<file path="config.mk">
export PLATFORM = sky130hd
export DESIGN_NAME = multi_slot_interval_timer_flat
export DESIGN_NICKNAME = d
export VERILOG_FILES = /design/src/mst_pkg.sv /design/src/mst_req_if.sv /design/src/mst_rsp_if.sv /design/src/multi_slot_interval_timer.sv /design/src/mst_slot_table.sv /design/src/mst_cmp_unit.sv /design/src/flat_wrapper.sv
export SDC_FILE = /design/constraint.sdc
export NUM_CORES = 1
export LEC_CHECK = 0
export CAP_MARGIN = 20
export CORE_ASPECT_RATIO = 1.25
export CORE_UTILIZATION = 45
export CTS_CLUSTER_SIZE = 10
export DETAILED_ROUTE_END_ITERATION = 10
export DONT_BUFFER_PORTS = 1
export GPL_ROUTABILITY_DRIVEN = 0
export SYNTH_ARGS = -nofsm -noshare
export SYNTH_HDL_FRONTEND = slang
export SYNTH_SLANG_ARGS = --single-unit
</file>
<file path="constraint.sdc">
create_clock -name clock -period 6.2 [get_ports clock]
set_input_delay 0.93 -clock clock [delete_from_list [all_inputs] [get_ports clock]]
set_output_delay 0.93 -clock clock [all_outputs]
set_load 0.05 [all_outputs]
</file>
<file path="src/mst_pkg.sv">
// ----------------------------------------------------------------------------
// mst_pkg: shared types and constants for the interval timer table
// Holds the operation codes, status codes and the slot table port structs.
// ----------------------------------------------------------------------------
package mst_pkg;

   // Operation codes carried in the mode field of a request.
   localparam logic [2:0] MODE_TICK    = 3'd0;
   localparam logic [2:0] MODE_ADD     = 3'd1;
   localparam logic [2:0] MODE_RESTART = 3'd2;
   localparam logic [2:0] MODE_DISABLE = 3'd3;
   localparam logic [2:0] MODE_SETPER  = 3'd4;
   localparam logic [2:0] MODE_SERVICE = 3'd5;

   // Status codes of a result.
   localparam logic [1:0] ST_OK   = 2'd0;
   localparam logic [1:0] ST_FULL = 2'd1;
   localparam logic [1:0] ST_BAD  = 2'd2;

   // Reset value of the pulse interval register.
   localparam logic [15:0] PULSE_RESET = 16'd50;

   // Most fired slots reported by one service request.
   localparam logic [3:0] MAX_REPORTS = 4'd8;

   // Write controls of one slot table entry.
   typedef struct packed {
      logic        we_period;
      logic        we_start;
      logic        we_en;
      logic        we_rep;
      logic [31:0] period;
      logic [31:0] start;
      logic        en;
      logic        rep;
   } mst_wr_type;

   // Contents of one slot table entry.
   typedef struct packed {
      logic [31:0] period;
      logic [31:0] start;
      logic        en;
      logic        rep;
   } mst_rd_type;

endpackage

</file>
<file path="src/mst_req_if.sv">
// ----------------------------------------------------------------------------
// mst_req_if: request channel of the interval timer table
// Valid/ready handshake with the operation fields as payload.
// ----------------------------------------------------------------------------
interface mst_req_if;
   logic        valid;
   logic        ready;
   logic [2:0]  mode;
   logic [2:0]  handle;
   logic [31:0] period;
   logic        enable;
   logic        repeat_req;

   modport source (output valid, output mode, output handle, output period,
                   output enable, output repeat_req, input ready);
   modport sink   (input valid, input mode, input handle, input period,
                   input enable, input repeat_req, output ready);
endinterface

</file>
<file path="src/mst_rsp_if.sv">
// ----------------------------------------------------------------------------
// mst_rsp_if: response channel of the interval timer table
// Valid/ready handshake with the result fields as payload.
// ----------------------------------------------------------------------------
interface mst_rsp_if;
   logic        valid;
   logic        ready;
   logic [1:0]  status;
   logic        fired;
   logic [2:0]  slot;
   logic        pulse;
   logic [31:0] tick_now;
   logic        last;

   modport source (output valid, output status, output fired, output slot,
                   output pulse, output tick_now, output last, input ready);
   modport sink   (input valid, input status, input fired, input slot,
                   input pulse, input tick_now, input last, output ready);
endinterface

</file>
<file path="src/multi_slot_interval_timer.sv">
// ----------------------------------------------------------------------------
// multi_slot_interval_timer: table of interval timers on a tick count
// Sequencer, tick and pulse counters, and the response register.
// ----------------------------------------------------------------------------
// Every request except service gives one response: the idle state accepts
// it and the exec state executes it, waiting while the response register
// still holds an earlier response. Service walks the slots in use with a
// single shared subtract and compare unit: after the idle state accepts the
// request and the exec state sets up the scan, a read state registers each
// slot's elapsed time and a check state compares it and updates the slot;
// a flush state then delivers the final response. A fired slot is held
// back until the next fired slot or the final response, so that the final
// response can carry last; the scan stalls only when a held response must go
// out while the response register is full. No new request is accepted until
// the current one is finished, but a request is accepted while its
// predecessor's final response still waits to be taken. The slot table needs
// no clearing pass after reset: only the enable bits are reset, and a slot's
// other fields are always written before it can be enabled.
// ----------------------------------------------------------------------------
module multi_slot_interval_timer #(
   parameter int SLOTS = 8
) (
   input  logic        clock,
   input  logic        reset,
   mst_req_if.sink     req_chan,
   mst_rsp_if.source   rsp_chan,
   input  logic        csr_we,
   input  logic [15:0] csr_wdata
);
   import mst_pkg::*;

   localparam int IDXW = (SLOTS > 1) ? $clog2(SLOTS) : 1;
   localparam int CNTW = $clog2(SLOTS + 1);

   typedef enum logic [2:0] {
      S_IDLE,
      S_EXEC,
      S_SCAN_RD,
      S_SCAN_CHK,
      S_FLUSH
   } state_type;

   state_type state_ff, state_in;

   // Latched request.
   logic [2:0]  mode_ff, mode_in;
   logic [2:0]  handle_ff, handle_in;
   logic [31:0] period_ff, period_in;
   logic        enable_ff, enable_in;
   logic        repeat_ff, repeat_in;

   // Counters and configuration.
   logic [31:0]     tick_ff, tick_in;
   logic [15:0]     pcount_ff, pcount_in;
   logic [15:0]     pinterval_ff, pinterval_in;
   logic [CNTW-1:0] used_ff, used_in;

   // Service scan.
   logic [IDXW-1:0] idx_ff, idx_in;
   logic            pend_ff, pend_in;
   logic [2:0]      pend_slot_ff, pend_slot_in;
   logic [3:0]      cnt_ff, cnt_in;

   // Response register.
   logic        rvalid_ff, rvalid_in;
   logic [1:0]  rstatus_ff, rstatus_in;
   logic        rfired_ff, rfired_in;
   logic [2:0]  rslot_ff, rslot_in;
   logic        rpulse_ff, rpulse_in;
   logic [31:0] rtick_ff, rtick_in;
   logic        rlast_ff, rlast_in;

   // Datapath links.
   logic            out_free;
   logic            handle_ok;
   logic [IDXW-1:0] handle_idx;
   logic [IDXW-1:0] wr_idx;
   mst_wr_type      tbl_wr;
   mst_rd_type      tbl_rd;
   logic            alu_load;
   logic            alu_expired;
   logic [31:0]     alu_next_start;
   logic [15:0]     pcount_inc;
   logic            fire;
   logic            emit_held;
   logic            scan_done;
   logic [31:0]     handle_wide;
   logic [31:0]     used_wide;
   logic [31:0]     idx_wide;

   function automatic logic [2:0] slot_field(input logic [31:0] v);
      return v[2:0];
   endfunction

   assign handle_wide = 32'(handle_ff);
   assign used_wide   = 32'(used_ff);
   assign idx_wide    = 32'(idx_ff);
   assign handle_idx  = handle_wide[IDXW-1:0];
   // The count of slots in use never exceeds SLOTS, so this also bounds
   // the handle by the table size.
   assign handle_ok   = handle_wide < used_wide;
   assign out_free    = !rvalid_ff || rsp_chan.ready;
   assign pcount_inc  = pcount_ff + 16'd1;
   assign scan_done   = (idx_wide + 32'd1) >= used_wide;
   assign fire        = tbl_rd.en && alu_expired;
   // A held report goes out when a later slot fires, unless the report
   // limit is already reached, in which case the held one stays the last.
   assign emit_held   = pend_ff && (cnt_ff < MAX_REPORTS);

   mst_slot_table #(
      .SLOTS (SLOTS),
      .IDXW  (IDXW)
   ) u_table (
      .clock  (clock),
      .reset  (reset),
      .wr_idx (wr_idx),
      .wr     (tbl_wr),
      .rd_idx (idx_ff),
      .rd     (tbl_rd)
   );

   mst_cmp_unit u_cmp (
      .clock      (clock),
      .load       (alu_load),
      .tick       (tick_ff),
      .start      (tbl_rd.start),
      .period     (tbl_rd.period),
      .expired    (alu_expired),
      .next_start (alu_next_start)
   );

   always_comb begin
      state_in     = state_ff;
      mode_in      = mode_ff;
      handle_in    = handle_ff;
      period_in    = period_ff;
      enable_in    = enable_ff;
      repeat_in    = repeat_ff;
      tick_in      = tick_ff;
      pcount_in    = pcount_ff;
      pinterval_in = csr_we ? csr_wdata : pinterval_ff;
      used_in      = used_ff;
      idx_in       = idx_ff;
      pend_in      = pend_ff;
      pend_slot_in = pend_slot_ff;
      cnt_in       = cnt_ff;
      rvalid_in    = rvalid_ff && !rsp_chan.ready;
      rstatus_in   = rstatus_ff;
      rfired_in    = rfired_ff;
      rslot_in     = rslot_ff;
      rpulse_in    = rpulse_ff;
      rtick_in     = rtick_ff;
      rlast_in     = rlast_ff;
      tbl_wr       = '0;
      wr_idx       = idx_ff;
      alu_load     = 1'b0;

      unique case (state_ff)
         S_IDLE: begin
            if (req_chan.valid) begin
               mode_in   = req_chan.mode;
               handle_in = req_chan.handle;
               period_in = req_chan.period;
               enable_in = req_chan.enable;
               repeat_in = req_chan.repeat_req;
               state_in  = S_EXEC;
            end
         end

         S_EXEC: begin
            if (mode_ff == MODE_SERVICE) begin
               idx_in   = '0;
               pend_in  = 1'b0;
               cnt_in   = '0;
               state_in = (used_ff == '0) ? S_FLUSH : S_SCAN_RD;
            end else if (out_free) begin
               rvalid_in  = 1'b1;
               rstatus_in = ST_OK;
               rfired_in  = 1'b0;
               rslot_in   = 3'd0;
               rpulse_in  = 1'b0;
               rlast_in   = 1'b1;
               rtick_in   = tick_ff;
               state_in   = S_IDLE;
               case (mode_ff) inside
                  MODE_TICK: begin
                     tick_in  = tick_ff + 32'd1;
                     rtick_in = tick_ff + 32'd1;
                     if (pcount_inc >= pinterval_ff) begin
                        pcount_in = '0;
                        rpulse_in = 1'b1;
                     end else begin
                        pcount_in = pcount_inc;
                     end
                  end
                  MODE_ADD: begin
                     if (used_wide >= 32'(SLOTS)) begin
                        rstatus_in = ST_FULL;
                     end else begin
                        wr_idx           = used_ff[IDXW-1:0];
                        tbl_wr.we_period = 1'b1;
                        tbl_wr.period    = period_ff;
                        tbl_wr.we_rep    = 1'b1;
                        tbl_wr.rep       = repeat_ff;
                        tbl_wr.we_en     = 1'b1;
                        tbl_wr.en        = enable_ff;
                        tbl_wr.we_start  = enable_ff;
                        tbl_wr.start     = tick_ff;
                        used_in          = used_ff + CNTW'(1);
                        rslot_in         = slot_field(used_wide);
                     end
                  end
                  MODE_RESTART, MODE_DISABLE, MODE_SETPER: begin
                     rslot_in = handle_ff;
                     wr_idx   = handle_idx;
                     if (!handle_ok) begin
                        rstatus_in = ST_BAD;
                     end else if (mode_ff == MODE_RESTART) begin
                        tbl_wr.we_start = 1'b1;
                        tbl_wr.start    = tick_ff;
                        tbl_wr.we_en    = 1'b1;
                        tbl_wr.en       = 1'b1;
                     end else if (mode_ff == MODE_DISABLE) begin
                        tbl_wr.we_en = 1'b1;
                        tbl_wr.en    = 1'b0;
                     end else begin
                        tbl_wr.we_period = 1'b1;
                        tbl_wr.period    = period_ff;
                     end
                  end
                  default: begin
                     // Unused operation codes give a plain ok response.
                  end
               endcase
            end
         end

         S_SCAN_RD: begin
            alu_load = 1'b1;
            state_in = S_SCAN_CHK;
         end

         S_SCAN_CHK: begin
            // Hold the slot when its firing would push out a held report
            // while the response register is still occupied.
            if (!(fire && emit_held && !out_free)) begin
               if (fire) begin
                  tbl_wr.we_en    = 1'b1;
                  tbl_wr.en       = tbl_rd.rep;
                  tbl_wr.we_start = 1'b1;
                  tbl_wr.start    = alu_next_start;
                  if (emit_held) begin
                     rvalid_in  = 1'b1;
                     rstatus_in = ST_OK;
                     rfired_in  = 1'b1;
                     rslot_in   = pend_slot_ff;
                     rpulse_in  = 1'b0;
                     rtick_in   = tick_ff;
                     rlast_in   = 1'b0;
                  end
                  if (cnt_ff < MAX_REPORTS) begin
                     pend_in      = 1'b1;
                     pend_slot_in = slot_field(idx_wide);
                     cnt_in       = cnt_ff + 4'd1;
                  end
               end
               if (scan_done) begin
                  state_in = S_FLUSH;
               end else begin
                  idx_in   = idx_ff + IDXW'(1);
                  state_in = S_SCAN_RD;
               end
            end
         end

         S_FLUSH: begin
            if (out_free) begin
               rvalid_in  = 1'b1;
               rstatus_in = ST_OK;
               rfired_in  = pend_ff;
               rslot_in   = pend_ff ? pend_slot_ff : 3'd0;
               rpulse_in  = 1'b0;
               rtick_in   = tick_ff;
               rlast_in   = 1'b1;
               state_in   = S_IDLE;
            end
         end

         default: begin
            state_in = S_IDLE;
         end
      endcase
   end

   always_ff @(posedge clock) begin
      if (reset) begin
         state_ff     <= S_IDLE;
         tick_ff      <= '0;
         pcount_ff    <= '0;
         pinterval_ff <= PULSE_RESET;
         used_ff      <= '0;
         pend_ff      <= 1'b0;
         cnt_ff       <= '0;
         idx_ff       <= '0;
         rvalid_ff    <= 1'b0;
      end else begin
         state_ff     <= state_in;
         tick_ff      <= tick_in;
         pcount_ff    <= pcount_in;
         pinterval_ff <= pinterval_in;
         used_ff      <= used_in;
         pend_ff      <= pend_in;
         cnt_ff       <= cnt_in;
         idx_ff       <= idx_in;
         rvalid_ff    <= rvalid_in;
      end
   end

   always_ff @(posedge clock) begin
      mode_ff      <= mode_in;
      handle_ff    <= handle_in;
      period_ff    <= period_in;
      enable_ff    <= enable_in;
      repeat_ff    <= repeat_in;
      pend_slot_ff <= pend_slot_in;
      rstatus_ff   <= rstatus_in;
      rfired_ff    <= rfired_in;
      rslot_ff     <= rslot_in;
      rpulse_ff    <= rpulse_in;
      rtick_ff     <= rtick_in;
      rlast_ff     <= rlast_in;
   end

   assign req_chan.ready    = (state_ff == S_IDLE);
   assign rsp_chan.valid    = rvalid_ff;
   assign rsp_chan.status   = rstatus_ff;
   assign rsp_chan.fired    = rfired_ff;
   assign rsp_chan.slot     = rslot_ff;
   assign rsp_chan.pulse    = rpulse_ff;
   assign rsp_chan.tick_now = rtick_ff;
   assign rsp_chan.last     = rlast_ff;

endmodule

</file>
<file path="src/mst_slot_table.sv">
// ----------------------------------------------------------------------------
// mst_slot_table: per-slot timer storage
// Period, start, enable and repeat for each slot; one write and one read port.
// ----------------------------------------------------------------------------
module mst_slot_table #(
   parameter int SLOTS = 8,
   parameter int IDXW  = 3
) (
   input  logic                clock,
   input  logic                reset,
   input  logic [IDXW-1:0]     wr_idx,
   input  mst_pkg::mst_wr_type wr,
   input  logic [IDXW-1:0]     rd_idx,
   output mst_pkg::mst_rd_type rd
);
   import mst_pkg::*;

   logic [31:0]      period_ff [SLOTS];
   logic [31:0]      start_ff  [SLOTS];
   logic [SLOTS-1:0] en_ff;
   logic [SLOTS-1:0] rep_ff;

   // Only the enable bits need a reset value; the rest is written before use.
   always_ff @(posedge clock) begin
      if (reset) begin
         en_ff <= '0;
      end else if (wr.we_en) begin
         en_ff[wr_idx] <= wr.en;
      end
   end

   always_ff @(posedge clock) begin
      if (wr.we_period) begin
         period_ff[wr_idx] <= wr.period;
      end
      if (wr.we_start) begin
         start_ff[wr_idx] <= wr.start;
      end
      if (wr.we_rep) begin
         rep_ff[wr_idx] <= wr.rep;
      end
   end

   assign rd.period = period_ff[rd_idx];
   assign rd.start  = start_ff[rd_idx];
   assign rd.en     = en_ff[rd_idx];
   assign rd.rep    = rep_ff[rd_idx];

endmodule

</file>
<file path="src/mst_cmp_unit.sv">
// ----------------------------------------------------------------------------
// mst_cmp_unit: shared elapsed-time unit
// Registers the modular elapsed time of one slot, then compares it with the
// period and forms the advanced start time.
// ----------------------------------------------------------------------------
module mst_cmp_unit (
   input  logic        clock,
   input  logic        load,
   input  logic [31:0] tick,
   input  logic [31:0] start,
   input  logic [31:0] period,
   output logic        expired,
   output logic [31:0] next_start
);
   logic [31:0] elapsed_ff;
   logic [31:0] elapsed_in;

   assign elapsed_in = tick - start;

   always_ff @(posedge clock) begin
      if (load) begin
         elapsed_ff <= elapsed_in;
      end
   end

   assign expired    = elapsed_ff >= period;
   assign next_start = start + period;

endmodule
</file>
<file path="src/flat_wrapper.sv">
// flat-port wrapper written by rule: the top's interface ports become plain ports
module multi_slot_interval_timer_flat import mst_pkg::*;
#(
   parameter int SLOTS = 8
)
  (clock, reset, csr_we, csr_wdata, req_chan_valid, req_chan_mode, req_chan_handle, req_chan_period, req_chan_enable, req_chan_repeat_req, req_chan_ready, rsp_chan_valid, rsp_chan_status, rsp_chan_fired, rsp_chan_slot, rsp_chan_pulse, rsp_chan_tick_now, rsp_chan_last, rsp_chan_ready);
  mst_req_if req_chan_i ();
  mst_rsp_if rsp_chan_i ();
  input  logic clock;
  input  logic reset;
  input  logic csr_we;
  input  logic [15:0] csr_wdata;
  input wire logic [$bits(req_chan_i.valid)-1:0] req_chan_valid;
  input wire logic [$bits(req_chan_i.mode)-1:0] req_chan_mode;
  input wire logic [$bits(req_chan_i.handle)-1:0] req_chan_handle;
  input wire logic [$bits(req_chan_i.period)-1:0] req_chan_period;
  input wire logic [$bits(req_chan_i.enable)-1:0] req_chan_enable;
  input wire logic [$bits(req_chan_i.repeat_req)-1:0] req_chan_repeat_req;
  output wire logic [$bits(req_chan_i.ready)-1:0] req_chan_ready;
  output wire logic [$bits(rsp_chan_i.valid)-1:0] rsp_chan_valid;
  output wire logic [$bits(rsp_chan_i.status)-1:0] rsp_chan_status;
  output wire logic [$bits(rsp_chan_i.fired)-1:0] rsp_chan_fired;
  output wire logic [$bits(rsp_chan_i.slot)-1:0] rsp_chan_slot;
  output wire logic [$bits(rsp_chan_i.pulse)-1:0] rsp_chan_pulse;
  output wire logic [$bits(rsp_chan_i.tick_now)-1:0] rsp_chan_tick_now;
  output wire logic [$bits(rsp_chan_i.last)-1:0] rsp_chan_last;
  input wire logic [$bits(rsp_chan_i.ready)-1:0] rsp_chan_ready;
  assign req_chan_i.valid = req_chan_valid;
  assign req_chan_i.mode = req_chan_mode;
  assign req_chan_i.handle = req_chan_handle;
  assign req_chan_i.period = req_chan_period;
  assign req_chan_i.enable = req_chan_enable;
  assign req_chan_i.repeat_req = req_chan_repeat_req;
  assign req_chan_ready = req_chan_i.ready;
  assign rsp_chan_valid = rsp_chan_i.valid;
  assign rsp_chan_status = rsp_chan_i.status;
  assign rsp_chan_fired = rsp_chan_i.fired;
  assign rsp_chan_slot = rsp_chan_i.slot;
  assign rsp_chan_pulse = rsp_chan_i.pulse;
  assign rsp_chan_tick_now = rsp_chan_i.tick_now;
  assign rsp_chan_last = rsp_chan_i.last;
  assign rsp_chan_i.ready = rsp_chan_ready;
  multi_slot_interval_timer #(.SLOTS(SLOTS)) u_core (.clock(clock), .reset(reset), .req_chan(req_chan_i), .rsp_chan(rsp_chan_i), .csr_we(csr_we), .csr_wdata(csr_wdata));
endmodule
</file>
==> flow_summary.json <==
{
  "clock_tree_sinks": 726,
  "pin_count": 103,
  "rsz0062_at_grt": "no",
  "p_switching_mw": 2.00,
  "cts-buffers-inserted": 83,
  "viasPerCell": 5.82,
  "cts_setup_buffers": 0,
  "h_tree_levels": 3,
  "dp.final_hpwl_um": 54600,
  "power_dens_cells_mw_per_mm2": 267,
  "layout-drive-gt1-share_pct": 14.6,
  "routed_wirelength_um": 79100,
  "ir_drop_uv": 263,
  "chipHeight_um": 305,
  "diodes": 0,
  "cap_viol_max_count": 0,
  "syn-num-nets": 2457,
  "tightest_slew_ns": 1.09,
  "drt_drc_violations_left": 0,
  "place.port_buffers": 0,
  "finish.net_count": 2511,
  "syn-cell-area_sq_mm": 0.0332,
  "finalHoldViolCount": 0,
  "grt_usage_pct": 21.4,
  "power.share.clock_pct": 43.7,
  "synthesized_instance_count": 2272,
  "detail_route.wl_per_cell_um": 23.9,
  "finalSetupTns_ns": 0,
  "overflow_after_grt": 0,
  "clock-skew-final_ns": 0.0297,
  "share_comb_of_total_power_pct": 1.8,
  "clock_latency_reported_for_the_late_side_of_the_worst_skew_pair_ns": 0.64,
  "synth_most_common_cell": "sky130_fd_sc_hd__edfxtp_1",
  "report.final.setup_viol": 0,
  "slowest_stage": "sky130_fd_sc_hd__o21ai_0",
  "dieWidth_um": 245,
  "detail_route.first_pass.iterations": 5,
  "synthDominantAreaCellType": "sky130_fd_sc_hd__edfxtp_1",
  "timing.setup.critical_path_class": "flop to flop",
  "die-area_sq_mm": 0.0748,
  "slew-limit-headroom_pct": 26.8,
  "status": "complete, no violations",
  "yosys-top-cells-area": "sky130_fd_sc_hd__edfxtp_1, sky130_fd_sc_hd__mux4_2, sky130_fd_sc_hd__dfxtp_1",
  "clock-root-buffer": "sky130_fd_sc_hd__clkbuf_16",
  "p_leak_nw": 13.6,
  "syn-mean-instance-area_sq_um": 14.6,
  "arrival_ns": 5.77,
  "power.sequential.fraction_pct": 54.5,
  "power_switching_share_pct": 20.3,
  "floorplan.core_area_sq_mm": 0.0724,
  "grt_antenna_before_repair": 1,
  "cpPeakStageDelay_ns": 0.84,
  "timing_max_transition_violations_final": 0,
  "postSynth.asyncResetShare_pct": 0,
  "timing.critical_path.to_type": "flop",
  "antenna_left": 0,
  "number_of_synthesized_flops_with_an_enable_pin": 635,
  "worstPathRequired_ns": 6.47,
  "fin_crit_sh_pct": 88.8,
  "final_period_minus_worst_setup_slack_ns": 5.50,
  "global_route_wire_length_before_repair_um": 120000,
  "max_freq_mhz": 182,
  "ctsLongestPathBuffers": 3,
  "internal_dissipation_mw": 7.86,
  "initial_utilization_pct": 45.8,
  "crit_path_cell_trace": "buf_4, mux4_2, mux2i_1, inv_1, ha_1, nor2_1, o31ai_2, o2111a_1, a211o_1, a31oi_1, a41o_1, xor2_1, o21ai_0",
  "synth.ff_latch_count": 726,
  "route.vias.total": 19293,
  "critPathLaunchType": "flop",
  "vias_in_the_first_global_route": 19634,
  "resized_gates_after_cts": 0,
  "rows": 110,
  "tritoncts_clock_tree": "done",
  "pwr_total_mw": 9.87,
  "leading_register_cell_type_out_of_synthesis": "sky130_fd_sc_hd__edfxtp_1",
  "pin_count_of_the_biggest_net_entering_global_routing": 84,
  "yosys-top-cells-count": "sky130_fd_sc_hd__edfxtp_1, sky130_fd_sc_hd__nand2_1, sky130_fd_sc_hd__nor2_1",
  "worst_hold_path_type": "input pin to flop",
  "worstPathMaxFanout": 24,
  "count_of_hold_buffers_inserted_by_post_cts_repair": 0,
  "number_of_drc_violations_after_detailed_routing_iteration_0": 1487,
  "timing.hold.ws_ns": 0.380,
  "synth_cell_type_count": 92,
  "area_growth_syn_to_layout_pct": 11.5,
  "synth_seq_area_share_pct": 63.0,
  "clk_pin_slew_worst_setup_hold_paths_ns": 0.06,
  "synth_top_area_share_pct": 57.5,
  "ys_warn_count": 0
}
[area by class of cell]
type / instances / area, sq um
sequential: 726 / 20900
fill: 6079 / 35400
clock buffer: 113 / 2240
clock inverter: 7 / 70.1
tap: 952 / 1190
multi-input combinational: 1355 / 11700
inverter: 103 / 387
timing repair buffer: 57 / 515
[logic make-up (layout without fill, tap and decap cells)]
kind of cell | after synthesis | count (layout) | synth area share [%]
and+or+nand+nor | 530 | 530 | 8.02
buffers and inverters | 191 | 280 | 2.34
DFF | 726 | 726 | 63.0
AOI/OAI and AO/OA | 363 | 363 | 7.18
xor gates and xnor gates | 125 | 125 | 3.30
adders and majority gates | 124 | 124 | 4.72
muxes | 213 | 213 | 11.4
[per-stage QoR]
stage / worst slack, ns / area, sq um / utilization, % / std cells
floorplan: 0.536 / 33200 / - / 2272
detailed placement: 0.844 / 34700 / 47.9 / 3193
global placement: 0.898 / 34700 / 47.9 / 3193
global route: 0.537 / 37000 / 51.1 / 3313
CTS: 0.790 / 37000 / 51.1 / 3313
finish: 0.696 / 37000 / 51.1 / 3313
[placed cells by master (no fill, tap or decap), drive strengths merged, types with 64 or more instances in the layout]
| cell type | n |
|---|---|
| dfxtp | 91 |
| ha | 122 |
| nor2 | 145 |
| inv | 107 |
| mux4 | 132 |
| mux2i | 78 |
| o21ai | 90 |
| nand2 | 145 |
| clkbuf | 113 |
| xnor2 | 64 |
| a21oi | 106 |
| edfxtp | 635 |
[layer usage]
metal / wire [um] / up-vias / track usage (%)
met2: 39200 / 570 / 36.4
met5: 0 / - / 0
met4: 3150 / 0 / 9.32
met3: 3970 / 148 / 3.20
met1: 32800 / 9797 / 27.2
li1: - / 8778 / -
[state kept, by name (all words and copies together), names as in the netlist, 4 cells and up, named ones only]
| signal | count |
|---|---|
| u_core.period_ff | 32 |
| u_core.tick_ff | 32 |
| u_core.pinterval_ff | 16 |
| u_core.u_table.start_ff | 256 |
| u_core.cnt_ff | 4 |
| u_core.u_cmp.elapsed_ff | 32 |
| u_core.used_ff | 4 |
| u_core.u_table.period_ff | 256 |
| u_core.u_table.en_ff | 8 |
| u_core.u_table.rep_ff | 8 |
| u_core.pcount_ff | 16 |
| u_core.rsp_chan.tick_now | 32 |
[power groups by stage]
stage / clock network (mW) / logic [mW] / registers [mW]
detailed placement: 0 / 0.175 / 5.48
global placement: 0 / 0.170 / 5.48
floorplan: 0 / 0.136 / 5.47
global route: 4.59 / 0.193 / 5.38
CTS: 4.41 / 0.176 / 5.38
finish: 4.31 / 0.175 / 5.38
[critical path: cells and delay by family, from the launching register on]
kind            cells  cell delay (ns)
flops               1             0.76
simple gates        1             0.19
xor+xnor            1             0.07
buf+inv             2             0.46
mux                 2             0.94
compound gates      6             2.27
fa+ha+maj           1             0.38
[worst paths after layout]
path / cells after the start / slack [ns] / start / end
worst max-delay path: 13 / 0.70 / flop / u_core.u_table.start_ff[5][23]
worst min-delay path: 1 / 0.38 / reset / u_core.tick_ff[29]
worst max register to register: 13 / 0.70 / flop / u_core.u_table.start_ff[5][23]
worst min register to register: 1 / 0.46 / u_core.cnt_ff[2] / u_core.cnt_ff[2]
Note: power is estimated with default switching activity, not from simulation.
